File: src/rtl/lifo_stack_with_search_defines.svh
// Assertion macros used by the stack top level.
`ifndef LIFO_STACK_WITH_SEARCH_DEFINES_SVH
`define LIFO_STACK_WITH_SEARCH_DEFINES_SVH
`ifndef SYNTHESIS
// Same-cycle implication, sampled on i_clk, off while i_rst_n is low.
`define LSS_ASSERT_IMP(label, ante, cons) \
    label: assert property (@(posedge i_clk) disable iff (!i_rst_n) (ante) |-> (cons)) \
        else $error("lss: same-cycle check failed");
// Next-cycle implication, sampled on i_clk, off while i_rst_n is low.
`define LSS_ASSERT_NXT(label, ante, cons) \
    label: assert property (@(posedge i_clk) disable iff (!i_rst_n) (ante) |=> (cons)) \
        else $error("lss: next-cycle check failed");
`else
`define LSS_ASSERT_IMP(label, ante, cons)
`define LSS_ASSERT_NXT(label, ante, cons)
`endif
`endif

File: src/rtl/lss_pkg.sv
// Package: constants, codes and controller/datapath types for the LIFO stack.
`timescale 1ns / 1ps
package lss_pkg;

    localparam int DEPTH   = 8;
    localparam int IDX_W   = (DEPTH > 1) ? $clog2(DEPTH) : 1;
    localparam int CNT_W   = $clog2(DEPTH + 1);
    localparam int DATA_W  = 32;
    localparam int CMD_W   = 3;
    localparam int STAT_W  = 2;
    localparam int ECNT_W  = 4;

    typedef enum logic [CMD_W-1:0] {
        CMD_PUSH   = 3'd0,
        CMD_POP    = 3'd1,
        CMD_SEARCH = 3'd2,
        CMD_SIZE   = 3'd3,
        CMD_DUMP   = 3'd4,
        CMD_PEEK   = 3'd5
    } t_cmd;

    typedef enum logic [STAT_W-1:0] {
        ST_OK       = 2'd0,
        ST_OVERFLOW = 2'd1,
        ST_EMPTY    = 2'd2
    } t_status;

    // Read address source for the entry memory.
    typedef enum logic [2:0] {
        RD_NONE = 3'd0,
        RD_TOP  = 3'd1,
        RD_ZERO = 3'd2,
        RD_UP   = 3'd3,
        RD_DOWN = 3'd4
    } t_rd_sel;

    // What the result register takes when loaded.
    typedef enum logic [1:0] {
        RES_PLAIN = 2'd0,
        RES_DATA  = 2'd1,
        RES_FOUND = 2'd2
    } t_res_sel;

    typedef struct packed {
        logic     cap_opnd;
        logic     push_wr;
        logic     pop_dec;
        t_rd_sel  rd_sel;
        logic     hit_clr;
        logic     hit_acc;
        logic     out_ld;
        t_status  out_status;
        t_res_sel out_sel;
        logic     out_last;
    } t_dp_cmd;

    typedef struct packed {
        logic empty;
        logic full;
        logic idx_end;
        logic idx_zero;
        logic out_last;
    } t_dp_sts;

endpackage

File: src/rtl/lss_in_if.sv
// Command channel interface: valid/ready plus command and operand.
`timescale 1ns / 1ps
interface lss_in_if;
    logic                              valid;
    logic                              ready;
    logic [lss_pkg::CMD_W-1:0]         command;
    logic signed [lss_pkg::DATA_W-1:0] operand_value;

    modport source (output valid, output command, output operand_value, input ready);
    modport sink   (input valid, input command, input operand_value, output ready);
endinterface

File: src/rtl/lss_out_if.sv
// Result channel interface: valid/ready plus result fields.
`timescale 1ns / 1ps
interface lss_out_if;
    logic                              valid;
    logic                              ready;
    logic [lss_pkg::STAT_W-1:0]        status;
    logic signed [lss_pkg::DATA_W-1:0] result_value;
    logic                              found;
    logic [lss_pkg::ECNT_W-1:0]        entry_count;
    logic                              last;

    modport source (output valid, output status, output result_value, output found,
                    output entry_count, output last, input ready);
    modport sink   (input valid, input status, input result_value, input found,
                    input entry_count, input last, output ready);
endinterface

File: src/rtl/lifo_stack_with_search.sv
// Top level: bounded LIFO stack of signed 32-bit values with search and dump.
// Commands are handled one at a time: pop/peek and dump go through the registered memory
// read, and search scans every held entry. The next command transfer is taken the cycle
// after the final result transfer.
// Reset: synchronous active-low clears the count and the controller; entries keep junk.
`timescale 1ns / 1ps
`include "lifo_stack_with_search_defines.svh"
module lifo_stack_with_search (
    input  logic       i_clk,
    input  logic       i_rst_n,
    lss_in_if.sink     i_in,
    lss_out_if.source  o_out
);

    // Control/status bundle between the sequencer and the datapath.
    lss_pkg::t_dp_cmd w_cmd;
    lss_pkg::t_dp_sts w_sts;

    // Controller: one-hot FSM. Idle is the only state that takes an input transfer;
    // the result is held in the datapath's output register until the sink takes it.
    lss_ctrl u_ctrl (
        .i_clk       (i_clk),
        .i_rst_n     (i_rst_n),
        .i_in_valid  (i_in.valid),
        .i_command   (i_in.command),
        .i_out_ready (o_out.ready),
        .i_sts       (w_sts),
        .o_in_ready  (i_in.ready),
        .o_out_valid (o_out.valid),
        .o_cmd       (w_cmd)
    );

    // Datapath: entry memory (one write, one registered read per cycle), entry
    // count, scan index for search and dump, match accumulator, result register.
    lss_datapath u_dp (
        .i_clk          (i_clk),
        .i_rst_n        (i_rst_n),
        .i_cmd          (w_cmd),
        .i_operand      (i_in.operand_value),
        .o_sts          (w_sts),
        .o_status       (o_out.status),
        .o_result_value (o_out.result_value),
        .o_found        (o_out.found),
        .o_entry_count  (o_out.entry_count),
        .o_last         (o_out.last)
    );

    // A result waiting means no new command is taken.
    `LSS_ASSERT_IMP(a_no_overlap, o_out.valid, !i_in.ready)
    // Mid-dump transfer: the block keeps reading entries instead of going idle.
    `LSS_ASSERT_NXT(a_dump_continues, o_out.valid && o_out.ready && !o_out.last, !i_in.ready)
    // An overflow refusal is only reported while the stack really is full.
    `LSS_ASSERT_IMP(a_ovf_when_full, o_out.valid && o_out.status == lss_pkg::ST_OVERFLOW,
                    w_sts.full)
    // Only dump produces non-final results, and those always carry ok status.
    `LSS_ASSERT_IMP(a_multi_ok, o_out.valid && !o_out.last, o_out.status == lss_pkg::ST_OK)

endmodule

File: src/rtl/lss_ctrl.sv
// Controller: sequences each command and drives the datapath.
`timescale 1ns / 1ps
module lss_ctrl (
    input  logic                      i_clk,
    input  logic                      i_rst_n,
    input  logic                      i_in_valid,
    input  logic [lss_pkg::CMD_W-1:0] i_command,
    input  logic                      i_out_ready,
    input  lss_pkg::t_dp_sts          i_sts,
    output logic                      o_in_ready,
    output logic                      o_out_valid,
    output lss_pkg::t_dp_cmd          o_cmd
);

    typedef enum logic [4:0] {
        S_IDLE = 5'b00001,
        S_READ = 5'b00010,
        S_SRCH = 5'b00100,
        S_DUMP = 5'b01000,
        S_OUT  = 5'b10000
    } t_state;

    t_state r_state;
    t_state n_state;

    always_ff @(posedge i_clk) begin
        if (!i_rst_n) begin
            r_state <= S_IDLE;
        end else begin
            r_state <= n_state;
        end
    end

    assign o_in_ready  = (r_state == S_IDLE);
    assign o_out_valid = (r_state == S_OUT);

    always_comb begin
        n_state = r_state;
        o_cmd   = '0;
        case (r_state)
            S_IDLE: begin
                if (i_in_valid) begin
                    o_cmd.cap_opnd   = 1'b1;
                    o_cmd.out_status = lss_pkg::ST_OK;
                    o_cmd.out_sel    = lss_pkg::RES_PLAIN;
                    o_cmd.out_last   = 1'b1;
                    case (lss_pkg::t_cmd'(i_command))
                        lss_pkg::CMD_PUSH: begin
                            o_cmd.out_ld = 1'b1;
                            if (i_sts.full) begin
                                o_cmd.out_status = lss_pkg::ST_OVERFLOW;
                            end else begin
                                o_cmd.push_wr = 1'b1;
                            end
                            n_state = S_OUT;
                        end
                        lss_pkg::CMD_POP, lss_pkg::CMD_PEEK: begin
                            if (i_sts.empty) begin
                                o_cmd.out_ld     = 1'b1;
                                o_cmd.out_status = lss_pkg::ST_EMPTY;
                                n_state          = S_OUT;
                            end else begin
                                o_cmd.pop_dec = (i_command == lss_pkg::CMD_POP);
                                o_cmd.rd_sel  = lss_pkg::RD_TOP;
                                n_state       = S_READ;
                            end
                        end
                        lss_pkg::CMD_SEARCH: begin
                            if (i_sts.empty) begin
                                o_cmd.out_ld = 1'b1;
                                n_state      = S_OUT;
                            end else begin
                                o_cmd.hit_clr = 1'b1;
                                o_cmd.rd_sel  = lss_pkg::RD_ZERO;
                                n_state       = S_SRCH;
                            end
                        end
                        lss_pkg::CMD_SIZE: begin
                            o_cmd.out_ld = 1'b1;
                            n_state      = S_OUT;
                        end
                        lss_pkg::CMD_DUMP: begin
                            if (i_sts.empty) begin
                                o_cmd.out_ld     = 1'b1;
                                o_cmd.out_status = lss_pkg::ST_EMPTY;
                                n_state          = S_OUT;
                            end else begin
                                o_cmd.rd_sel = lss_pkg::RD_TOP;
                                n_state      = S_DUMP;
                            end
                        end
                        default: begin
                            // unused codes: dropped, nothing returned
                            n_state = S_IDLE;
                        end
                    endcase
                end
            end
            S_READ: begin
                o_cmd.out_ld   = 1'b1;
                o_cmd.out_sel  = lss_pkg::RES_DATA;
                o_cmd.out_last = 1'b1;
                n_state        = S_OUT;
            end
            S_SRCH: begin
                if (i_sts.idx_end) begin
                    o_cmd.out_ld   = 1'b1;
                    o_cmd.out_sel  = lss_pkg::RES_FOUND;
                    o_cmd.out_last = 1'b1;
                    n_state        = S_OUT;
                end else begin
                    o_cmd.hit_acc = 1'b1;
                    o_cmd.rd_sel  = lss_pkg::RD_UP;
                end
            end
            S_DUMP: begin
                o_cmd.out_ld   = 1'b1;
                o_cmd.out_sel  = lss_pkg::RES_DATA;
                o_cmd.out_last = i_sts.idx_zero;
                n_state        = S_OUT;
            end
            S_OUT: begin
                if (i_out_ready) begin
                    if (i_sts.out_last) begin
                        n_state = S_IDLE;
                    end else begin
                        o_cmd.rd_sel = lss_pkg::RD_DOWN;
                        n_state      = S_DUMP;
                    end
                end
            end
            default: begin
                n_state = S_IDLE;
            end
        endcase
    end

endmodule

File: src/rtl/lss_datapath.sv
// Datapath: entry memory, count, index, search match and result register.
`timescale 1ns / 1ps
module lss_datapath (
    input  logic                              i_clk,
    input  logic                              i_rst_n,
    input  lss_pkg::t_dp_cmd                  i_cmd,
    input  logic signed [lss_pkg::DATA_W-1:0] i_operand,
    output lss_pkg::t_dp_sts                  o_sts,
    output logic [lss_pkg::STAT_W-1:0]        o_status,
    output logic signed [lss_pkg::DATA_W-1:0] o_result_value,
    output logic                              o_found,
    output logic [lss_pkg::ECNT_W-1:0]        o_entry_count,
    output logic                              o_last
);

    logic [lss_pkg::DATA_W-1:0] r_mem [lss_pkg::DEPTH];
    logic [lss_pkg::DATA_W-1:0] r_rdata;

    logic [lss_pkg::CNT_W-1:0]  r_count;
    logic [lss_pkg::CNT_W-1:0]  n_count;
    logic [lss_pkg::CNT_W-1:0]  w_cnt_m1;
    logic [lss_pkg::IDX_W-1:0]  r_idx;
    logic [lss_pkg::IDX_W-1:0]  n_idx;
    logic                       w_rd_en;

    logic [lss_pkg::DATA_W-1:0] r_opnd;
    logic                       r_hit;
    logic                       w_eq;

    logic [lss_pkg::STAT_W-1:0] r_status;
    logic [lss_pkg::DATA_W-1:0] r_value;
    logic                       r_found;
    logic [lss_pkg::ECNT_W-1:0] r_ecount;
    logic                       r_last;

    assign w_cnt_m1 = r_count - lss_pkg::CNT_W'(1);

    always_comb begin
        n_count = r_count;
        if (i_cmd.push_wr) begin
            n_count = r_count + lss_pkg::CNT_W'(1);
        end else if (i_cmd.pop_dec) begin
            n_count = w_cnt_m1;
        end
    end

    always_comb begin
        n_idx   = r_idx;
        w_rd_en = 1'b1;
        case (i_cmd.rd_sel)
            lss_pkg::RD_TOP:  n_idx = w_cnt_m1[lss_pkg::IDX_W-1:0];
            lss_pkg::RD_ZERO: n_idx = '0;
            lss_pkg::RD_UP:   n_idx = r_idx + lss_pkg::IDX_W'(1);
            lss_pkg::RD_DOWN: n_idx = r_idx - lss_pkg::IDX_W'(1);
            default:          w_rd_en = 1'b0;
        endcase
    end

    always_ff @(posedge i_clk) begin
        if (!i_rst_n) begin
            r_count <= '0;
        end else begin
            r_count <= n_count;
        end
    end

    // single write port, single registered read port
    always_ff @(posedge i_clk) begin
        if (i_cmd.push_wr) begin
            r_mem[r_count[lss_pkg::IDX_W-1:0]] <= i_operand;
        end
        if (w_rd_en) begin
            r_rdata <= r_mem[n_idx];
        end
    end

    assign w_eq = (r_rdata == r_opnd);

    always_ff @(posedge i_clk) begin
        r_idx <= n_idx;
        if (i_cmd.cap_opnd) begin
            r_opnd <= i_operand;
        end
        if (i_cmd.hit_clr) begin
            r_hit <= 1'b0;
        end else if (i_cmd.hit_acc) begin
            r_hit <= r_hit | w_eq;
        end
    end

    always_ff @(posedge i_clk) begin
        if (i_cmd.out_ld) begin
            r_status <= i_cmd.out_status;
            r_value  <= (i_cmd.out_sel == lss_pkg::RES_DATA) ? r_rdata : '0;
            r_found  <= (i_cmd.out_sel == lss_pkg::RES_FOUND) ? (r_hit | w_eq) : 1'b0;
            r_ecount <= lss_pkg::ECNT_W'(n_count);
            r_last   <= i_cmd.out_last;
        end
    end

    assign o_sts.empty    = (r_count == '0);
    assign o_sts.full     = (r_count == lss_pkg::CNT_W'(lss_pkg::DEPTH));
    assign o_sts.idx_end  = (r_idx == w_cnt_m1[lss_pkg::IDX_W-1:0]);
    assign o_sts.idx_zero = (r_idx == '0);
    assign o_sts.out_last = r_last;

    assign o_status       = r_status;
    assign o_result_value = r_value;
    assign o_found        = r_found;
    assign o_entry_count  = r_ecount;
    assign o_last         = r_last;

endmodule
File: src/flat_wrapper.sv
// flat-port wrapper written by rule: the top's interface ports become plain ports
module lifo_stack_with_search_flat 
  (i_clk, i_rst_n, i_in_valid, i_in_command, i_in_operand_value, i_in_ready, o_out_valid, o_out_status, o_out_result_value, o_out_found, o_out_entry_count, o_out_last, o_out_ready);
  lss_in_if i_in_i ();
  lss_out_if o_out_i ();
  input  logic i_clk;
  input  logic i_rst_n;
  input wire logic [$bits(i_in_i.valid)-1:0] i_in_valid;
  input wire logic [$bits(i_in_i.command)-1:0] i_in_command;
  input wire logic [$bits(i_in_i.operand_value)-1:0] i_in_operand_value;
  output wire logic [$bits(i_in_i.ready)-1:0] i_in_ready;
  output wire logic [$bits(o_out_i.valid)-1:0] o_out_valid;
  output wire logic [$bits(o_out_i.status)-1:0] o_out_status;
  output wire logic [$bits(o_out_i.result_value)-1:0] o_out_result_value;
  output wire logic [$bits(o_out_i.found)-1:0] o_out_found;
  output wire logic [$bits(o_out_i.entry_count)-1:0] o_out_entry_count;
  output wire logic [$bits(o_out_i.last)-1:0] o_out_last;
  input wire logic [$bits(o_out_i.ready)-1:0] o_out_ready;
  assign i_in_i.valid = i_in_valid;
  assign i_in_i.command = i_in_command;
  assign i_in_i.operand_value = i_in_operand_value;
  assign i_in_ready = i_in_i.ready;
  assign o_out_valid = o_out_i.valid;
  assign o_out_status = o_out_i.status;
  assign o_out_result_value = o_out_i.result_value;
  assign o_out_found = o_out_i.found;
  assign o_out_entry_count = o_out_i.entry_count;
  assign o_out_last = o_out_i.last;
  assign o_out_i.ready = o_out_ready;
  lifo_stack_with_search u_core (.i_clk(i_clk), .i_rst_n(i_rst_n), .i_in(i_in_i), .o_out(o_out_i));
endmodule
File: config.mk
export PLATFORM = sky130hd
export DESIGN_NAME = lifo_stack_with_search_flat
export DESIGN_NICKNAME = d
export VERILOG_FILES = /design/src/rtl/lss_pkg.sv /design/src/rtl/lss_in_if.sv /design/src/rtl/lss_out_if.sv /design/src/rtl/lifo_stack_with_search.sv /design/src/rtl/lss_ctrl.sv /design/src/rtl/lss_datapath.sv /design/src/flat_wrapper.sv
export VERILOG_INCLUDE_DIRS = /design/src /design/src/rtl
export SDC_FILE = /design/constraint.sdc
export NUM_CORES = 1
export LEC_CHECK = 0
export ABC_CLOCK_PERIOD_IN_PS = 6720
export BUFFER_PORTS_ARGS = -buffer_cell sky130_fd_sc_hd__buf_2
export CAP_MARGIN = 5
export CELL_PAD_IN_SITES_DETAIL_PLACEMENT = 2
export CELL_PAD_IN_SITES_GLOBAL_PLACEMENT = 2
export CORE_ASPECT_RATIO = 0.9
export CORE_MARGIN = 3
export CORE_UTILIZATION = 39
export CTS_CLUSTER_DIAMETER = 80
export DETAILED_ROUTE_END_ITERATION = 6
export PLACE_DENSITY_LB_ADDON = 0.1
export SKIP_LAST_GASP = 1
export SLEW_MARGIN = 10
export SYNTH_ARGS = -nofsm -noshare
export SYNTH_HDL_FRONTEND = slang
export SYNTH_SLANG_ARGS = --single-unit
export TNS_END_PERCENT = 10
File: constraint.sdc
create_clock -name i_clk -period 6.72 [get_ports i_clk]
set_input_delay 1.008 -clock i_clk [delete_from_list [all_inputs] [get_ports i_clk]]
set_output_delay 1.008 -clock i_clk [all_outputs]
set_load 0.02 [all_outputs]
Yosys cells after proc, flatten, opt, wreduce, memory -nomap -nowiden:

Memories as Yosys holds them, arrays and structs flattened. A register that Yosys moved wholly into a read port is not among the register bits.
Index checks and enable logic that the tools add are counted.

* mux-type cells: 42
* add/sub/neg operators: 4
* eq/ne operators: 22
* bitwise gates (word level): 1
* reductions and logical operators: 10

Operators by type and width (number)
* 5-bit one-hot mux with 4 select lines: 2
* 32-bit equality test: 1
* 5-bit 2-to-1 mux: 6
* 3-bit one-hot mux with 4 select lines: 2
* 3-bit 2-to-1 mux: 6
* 3-bit one-hot mux with 3 select lines: 2
* 4-bit 2-to-1 mux: 4
* 1-bit 2-to-1 mux: 14
* 3-bit by 2-bit equality test with 1-bit output (second input constant): 4
* 3-bit equality test (second input constant): 3
* 7-bit 2-to-1 mux: 1
* 3-bit by 1-bit equality test with 1-bit output (second input constant): 2
* 3-bit logical NOT: 2
* 6-bit 2-to-1 mux: 1
* 1-bit one-hot mux with 3 select lines: 2
* 2-bit OR reduction: 3
* 5-bit by 1-bit equality test with 1-bit output (second input constant): 1
* 5-bit by 2-bit equality test with 1-bit output (second input constant): 1
* 5-bit by 3-bit equality test with 1-bit output (second input constant): 1
* 5-bit by 4-bit equality test with 1-bit output (second input constant): 1
* 5-bit equality test (second input constant): 1
* 4-bit by 1-bit adder with 4-bit output (second input constant): 1
* 4-bit equality test (second input constant): 1
* 4-bit logical NOT: 1
* 15 further kinds: 16

* logic and storage cells: 90
* memories kept: 1
* input bits: 39
* RAM bits: 256
* register bits after elaboration: 85

Memory list
* u_core.u_dp.r_mem: words 8, bits a word 32, rd ports 1, clocked after Yosys merged registers in 1, wr ports 1, line lss_datapath.sv:16 `logic [lss_pkg::DATA_W-1:0] r_mem [lss_pkg::DEPTH];`

Logic depth before layout (Yosys ltp):

* depth after elaboration: 8
* gate-level depth with buffers: 15
* mapped depth without buffers: 11

Hierarchy:

From an unflattened synthesis, not the netlist that was laid out.

* cells, all modules: 827
* area, all modules: 14848.0 µm²

Modules (own cells, without submodules)
* lss_datapath: times used 1, area each 14321.2 µm², cells an instance 758
* lss_ctrl: times used 1, area each 526.8 µm², cells an instance 69

Worst setup path after synthesis:

OpenSTA, ideal clock, no wires.

* path kind: input to register
* from: in i_in_valid
* to: mem u_core.u_dp.r_mem[0][0] in the netlist's numbering (enable)
* slack: 0.743 ns
* setup time: 0.503 ns
* arrival: 5.474 ns
* cell stages on the path: 5
* cell sequence: and2_1 nand2_1 inv_1 nand3_1 nor4_1

* cells in the longest elaborated chain, start to end: 4

RTL lines
* from (decl): line flat_wrapper.sv:8 `input wire logic [$bits(i_in_i.valid)-1:0] i_in_valid;`
* 7-bit 2-to-1 mux: line lss_ctrl.sv:42 `if (i_in_valid) begin`
* 3-bit 2-to-1 mux: line lss_ctrl.sv:40 `case (r_state)`
* 1-bit 2-to-1 mux: line lss_datapath.sv:69 `if (i_cmd.push_wr) begin`
* 1-bit 2-to-1 mux (implied by the code): line lss_datapath.sv:70 `r_mem[r_count[lss_pkg::IDX_W-1:0]] <= i_operand;`
* to (decl): line lss_datapath.sv:16

No other way between the ends.

Worst setup path in the final report:

* from: reg u_core.u_dp.r_count[0] in the netlist's numbering
* to: reg u_core.u_dp.r_rdata[3] in the netlist's numbering (read register of u_core.u_dp.r_mem) (data pin)

* cells in the longest elaborated chain, start to end: 8
* elaborated cells on any way between the ends: 17

RTL lines
* from (decl): line lss_datapath.sv:19 `logic [lss_pkg::CNT_W-1:0] r_count;`
* from (signal assigned): line lss_datapath.sv:63 `r_count <= n_count;`
* branches (longest 4 deep; another with 4-bit by 1-bit subtractor with 4-bit output)
* 3-bit one-hot mux with 3 select lines *: line lss_ctrl.sv:40
* 3-bit equality test, or another cell as far along: line lss_datapath.sv:50 `case (i_cmd.rd_sel)`
* 4-bit OR reduction (no source line) *
* 1-bit 2-to-1 mux *: line lss_datapath.sv:50
* net u_core.u_dp.w_rd_en: line lss_datapath.sv:24 `logic w_rd_en;`
* to (decl): line lss_datapath.sv:17 `logic [lss_pkg::DATA_W-1:0] r_rdata;`

Mark *: on every way through the listed nets, which the timed path passes.
A chain may end at the register's enable or synchronous reset.

==> summary.json <==
{
  "crit_path_max_fo": 34,
  "postRouteAntennaNets": 0,
  "post_cts_hold_buffer_count": 0,
  "io-pin-count": 81,
  "grt_max_degree": 78,
  "timing.reg2reg.worst_path_depth": 12,
  "synth_warnings": 0,
  "worst_ep_required_time_ns": 7.03,
  "clockRootBuffer": "clkbuf_16",
  "post_dp_cell_area_um2": 16900,
  "ys_dominant_reg_cell": "edfxtp_1",
  "startpoint_type": "flop",
  "synth.ff_latch_count": 373,
  "synth.distinct_cells": 61,
  "final-setup-viol-count": 0,
  "crit-reg2reg-launch": "u_core.u_dp.r_count[0]$_SDFF_PN0_",
  "ir_worst_vdd_uv": 238,
  "wire_length_reported_by_the_detailed_router_mm": 48.6,
  "ys_seq_area_share_pct": 69.7,
  "design.die.area_um2": 43200,
  "tritoncts": "built",
  "critical_path_destination": "u_core.u_dp.r_rdata[3]$_DFFE_PP_",
  "r2r_setup_slack_ns": 1.72,
  "layout.cells.most_common": "edfxtp_1",
  "clk_transition_reported_paths_ns": 0.06,
  "grt_overflow": 0,
  "num-nets-final": 1246,
  "total_power_per_unit_cell_area_nw_per_um2": 381,
  "design_area_um2": 18300,
  "antenna_found_initial": 3,
  "floorplan.rows": 69,
  "layout_common_cells": "361 x edfxtp_1, 131 x a21oi_1, 107 x nand2_1",
  "combinationalPowerShare_pct": 25.1,
  "max_clock_skew_ns": 0.0103,
  "p_total_w": 0.00697,
  "floorplan.initialDensity_pct": 39.9,
  "route.detailed.wl_per_inst_um": 27.5,
  "n_antenna_cell": 0,
  "rsz_0062_raised_after_global_routing": "false",
  "critical_path_start": "u_core.u_dp.r_count[0]$_SDFF_PN0_",
  "htree_levels": 2,
  "switchingPower_w": 0.00218,
  "groute.usage.overall_pct": 22.6,
  "async_reset_ff_share_pct": 0,
  "drive_above_1_share_pct": 18.0,
  "first_pass_grt_wire_length_mm": 72.3,
  "synth-edff-count": 361,
  "critical_path_arrival_ns": 5.31,
  "die_height_um": 198,
  "post-route-min-period_ns": 5.00,
  "placedCellCount": 1692,
  "core_footprint_um2": 39900,
  "drt_iter0_markers": 788,
  "synth_area_leader": "edfxtp_1",
  "synth_cells": 1135,
  "layoutNonFillerInstCount": 1768,
  "timing.fmax_mhz": 200,
  "synth_area_per_cell_um2": 14.0,
  "synth_top_area_share_pct": 68.2,
  "nets_in_the_synthesized_netlist": 1177,
  "kind_of_path_behind_the_tightest_hold_check": "reg -> reg",
  "route.detailed.drc": 0,
  "number_of_optimization_iterations_in_the_first_detailed_route_pass": 5,
  "max_slew.worst_pin.slew_ns": 1.09,
  "setup.worst_path.end_class": "flop",
  "via_count": 10325,
  "post_drt_via_cell_ratio": 5.84,
  "grt_pass1_vias": 11158,
  "hold_viol_final": 0,
  "post_cts_buffers": 0,
  "clk_path_buf_depth": 3,
  "post-dp-hpwl_mm": 27.5,
  "run_status": "finished clean",
  "cts_inserted_buffers": 42,
  "netlist_area_um2": 15900,
  "insertion_delay_ns": 0.56,
  "p_int_w": 0.00480,
  "rd_place_congestion": 0.729,
  "place.port_buffers": 80,
  "fin_setup_tns_ns": 0,
  "leakagePower_nw": 6.30,
  "area_growth_pct": 15.1,
  "die_x_um": 219,
  "seq_power_share_pct": 41.0,
  "final_max_slew_viol_count": 0,
  "max-cap-violations": 0,
  "power.share.clock_pct": 34.0,
  "number_of_gates_resized_after_cts": 0,
  "fin_crit_sh_pct": 74.4,
  "numClockSinks": 373,
  "critical_path.reg2reg.endpoint": "u_core.u_dp.r_rdata[3]$_DFFE_PP_",
  "synthTopCellsByArea": "edfxtp_1 68%, a21oi_1 4.1%, a22oi_1 3.1%",
  "worst-setup-path-type": "reg -> reg",
  "timing.max_slew.rel_slack_pct": 26.9,
  "p_sw_share_pct": 31.2
}
-- how the worst min path moves through the flow --
stage | startpoint | endpoint | slack [ns] | cells past startpoint
after floorplan | u_core.u_dp.r_hit$_SDFFE_PP0N_ | u_core.u_dp.r_hit$_SDFFE_PP0N_ | 0.48 | 2
after global placement | u_core.u_dp.r_hit$_SDFFE_PP0N_ | u_core.u_dp.r_hit$_SDFFE_PP0N_ | 0.55 | 2
after detailed placement | u_core.u_dp.r_hit$_SDFFE_PP0N_ | u_core.u_dp.r_hit$_SDFFE_PP0N_ | 0.54 | 2
after CTS | u_core.u_dp.r_hit$_SDFFE_PP0N_ | u_core.u_dp.r_hit$_SDFFE_PP0N_ | 0.55 | 2
after global routing | u_core.u_dp.r_hit$_SDFFE_PP0N_ | u_core.u_dp.r_hit$_SDFFE_PP0N_ | 0.58 | 2
final | u_core.u_dp.r_hit$_SDFFE_PP0N_ | u_core.u_dp.r_hit$_SDFFE_PP0N_ | 0.55 | 2
-- metrics by stage --
stage	worst slack [ns]	hold WS, ns	utilization (%)
floorplan	0.743	0.478	-
global placement	1.71	0.551	42.4
detailed placement	1.50	0.545	42.4
CTS	1.66	0.553	45.9
global route	1.37	0.584	45.9
finish	1.72	0.554	45.9
-- state kept, by name, summed over array words and instances, names as in the netlist, named ones only --
name / count
u_core.u_dp.r_mem: 256
u_core.u_dp.o_result_value: 32
u_core.u_dp.r_opnd: 32
u_core.u_dp.r_rdata: 32
u_core.u_ctrl.r_state: 5
u_core.u_dp.o_entry_count: 4
u_core.u_dp.r_count: 4
u_core.u_dp.o_status: 2
u_core.u_dp.r_idx: 2
u_core.u_dp.o_found: 1
u_core.u_dp.o_last: 1
u_core.u_dp.r_hit: 1
-- power by group through the flow --
stage	sequential (W)	clock [W]	combinational [W]
2_1_floorplan	0.00290	0	0.00117
4_1_cts	0.00286	0.00242	0.00177
3_3_place_gp	0.00290	0	0.00168
5_1_grt	0.00287	0.00251	0.00192
6_report	0.00286	0.00237	0.00175
3_5_place_dp	0.00291	0	0.00176
-- per-layer routing --
layer  share of wire, %  GRT usage [%]  vias up
met5              0.084              0        -
met3                3.6           3.01       69
met4                1.9           5.78        6
met2                 50           38.6      190
met1                 45           30.6     5483
li1                   -              -     4577
-- synth_stat cells, drive strengths merged, types with 4 or more instances --
| library cell | count |
|---|---|
| and3 | 34 |
| nand2b | 4 |
| a22o | 32 |
| a211oi | 34 |
| edfxtp | 361 |
| buf | 38 |
| mux2 | 32 |
| nor2 | 14 |
| nor3 | 42 |
| nand2 | 108 |
| xor2 | 5 |
| dfxtp | 12 |
| a221o | 32 |
| nand4 | 9 |
| nor4 | 8 |
| inv | 8 |
| nand3 | 6 |
| a21oi | 134 |
| and2 | 39 |
| o22ai | 5 |
| xnor2 | 34 |
| clkbuf | 43 |
| a22oi | 65 |
-- kinds of logic after synthesis --
group	count (synthesis)	synth area share (%)
simple gates	279	9.16
mux	33	2.33
xor+xnor	40	2.29
buf+inv	90	2.54
compound gates	317	13.7
flops	373	69.7
fa+ha+maj	3	0.283
-- worst max-delay path, stage by stage (launching register included) --
cell	delay, ns
dfxtp_1	0.61
inv_1	0.21
ha_1	0.34
xnor3_1	0.37
nand3_1	0.19
a21o_1	0.16
buf_4	0.46
nor2_4	0.06
clkinv_2	0.56
o22ai_1	0.28
a21oi_4	0.73
buf_4	0.40
mux2_2	0.38
-- area by class of cell --
cell class                      count  area, um^2
Clock inverter                     24         287
Tap cell                          532         666
Inverter                            9        35.0
Fill cell                        3851       21600
Timing Repair Buffer              106         596
Multi-Input combinational cell    672        4520
Sequential cell                   373       11100
Clock buffer                       52        1110
(Power assumes the default switching activity.)
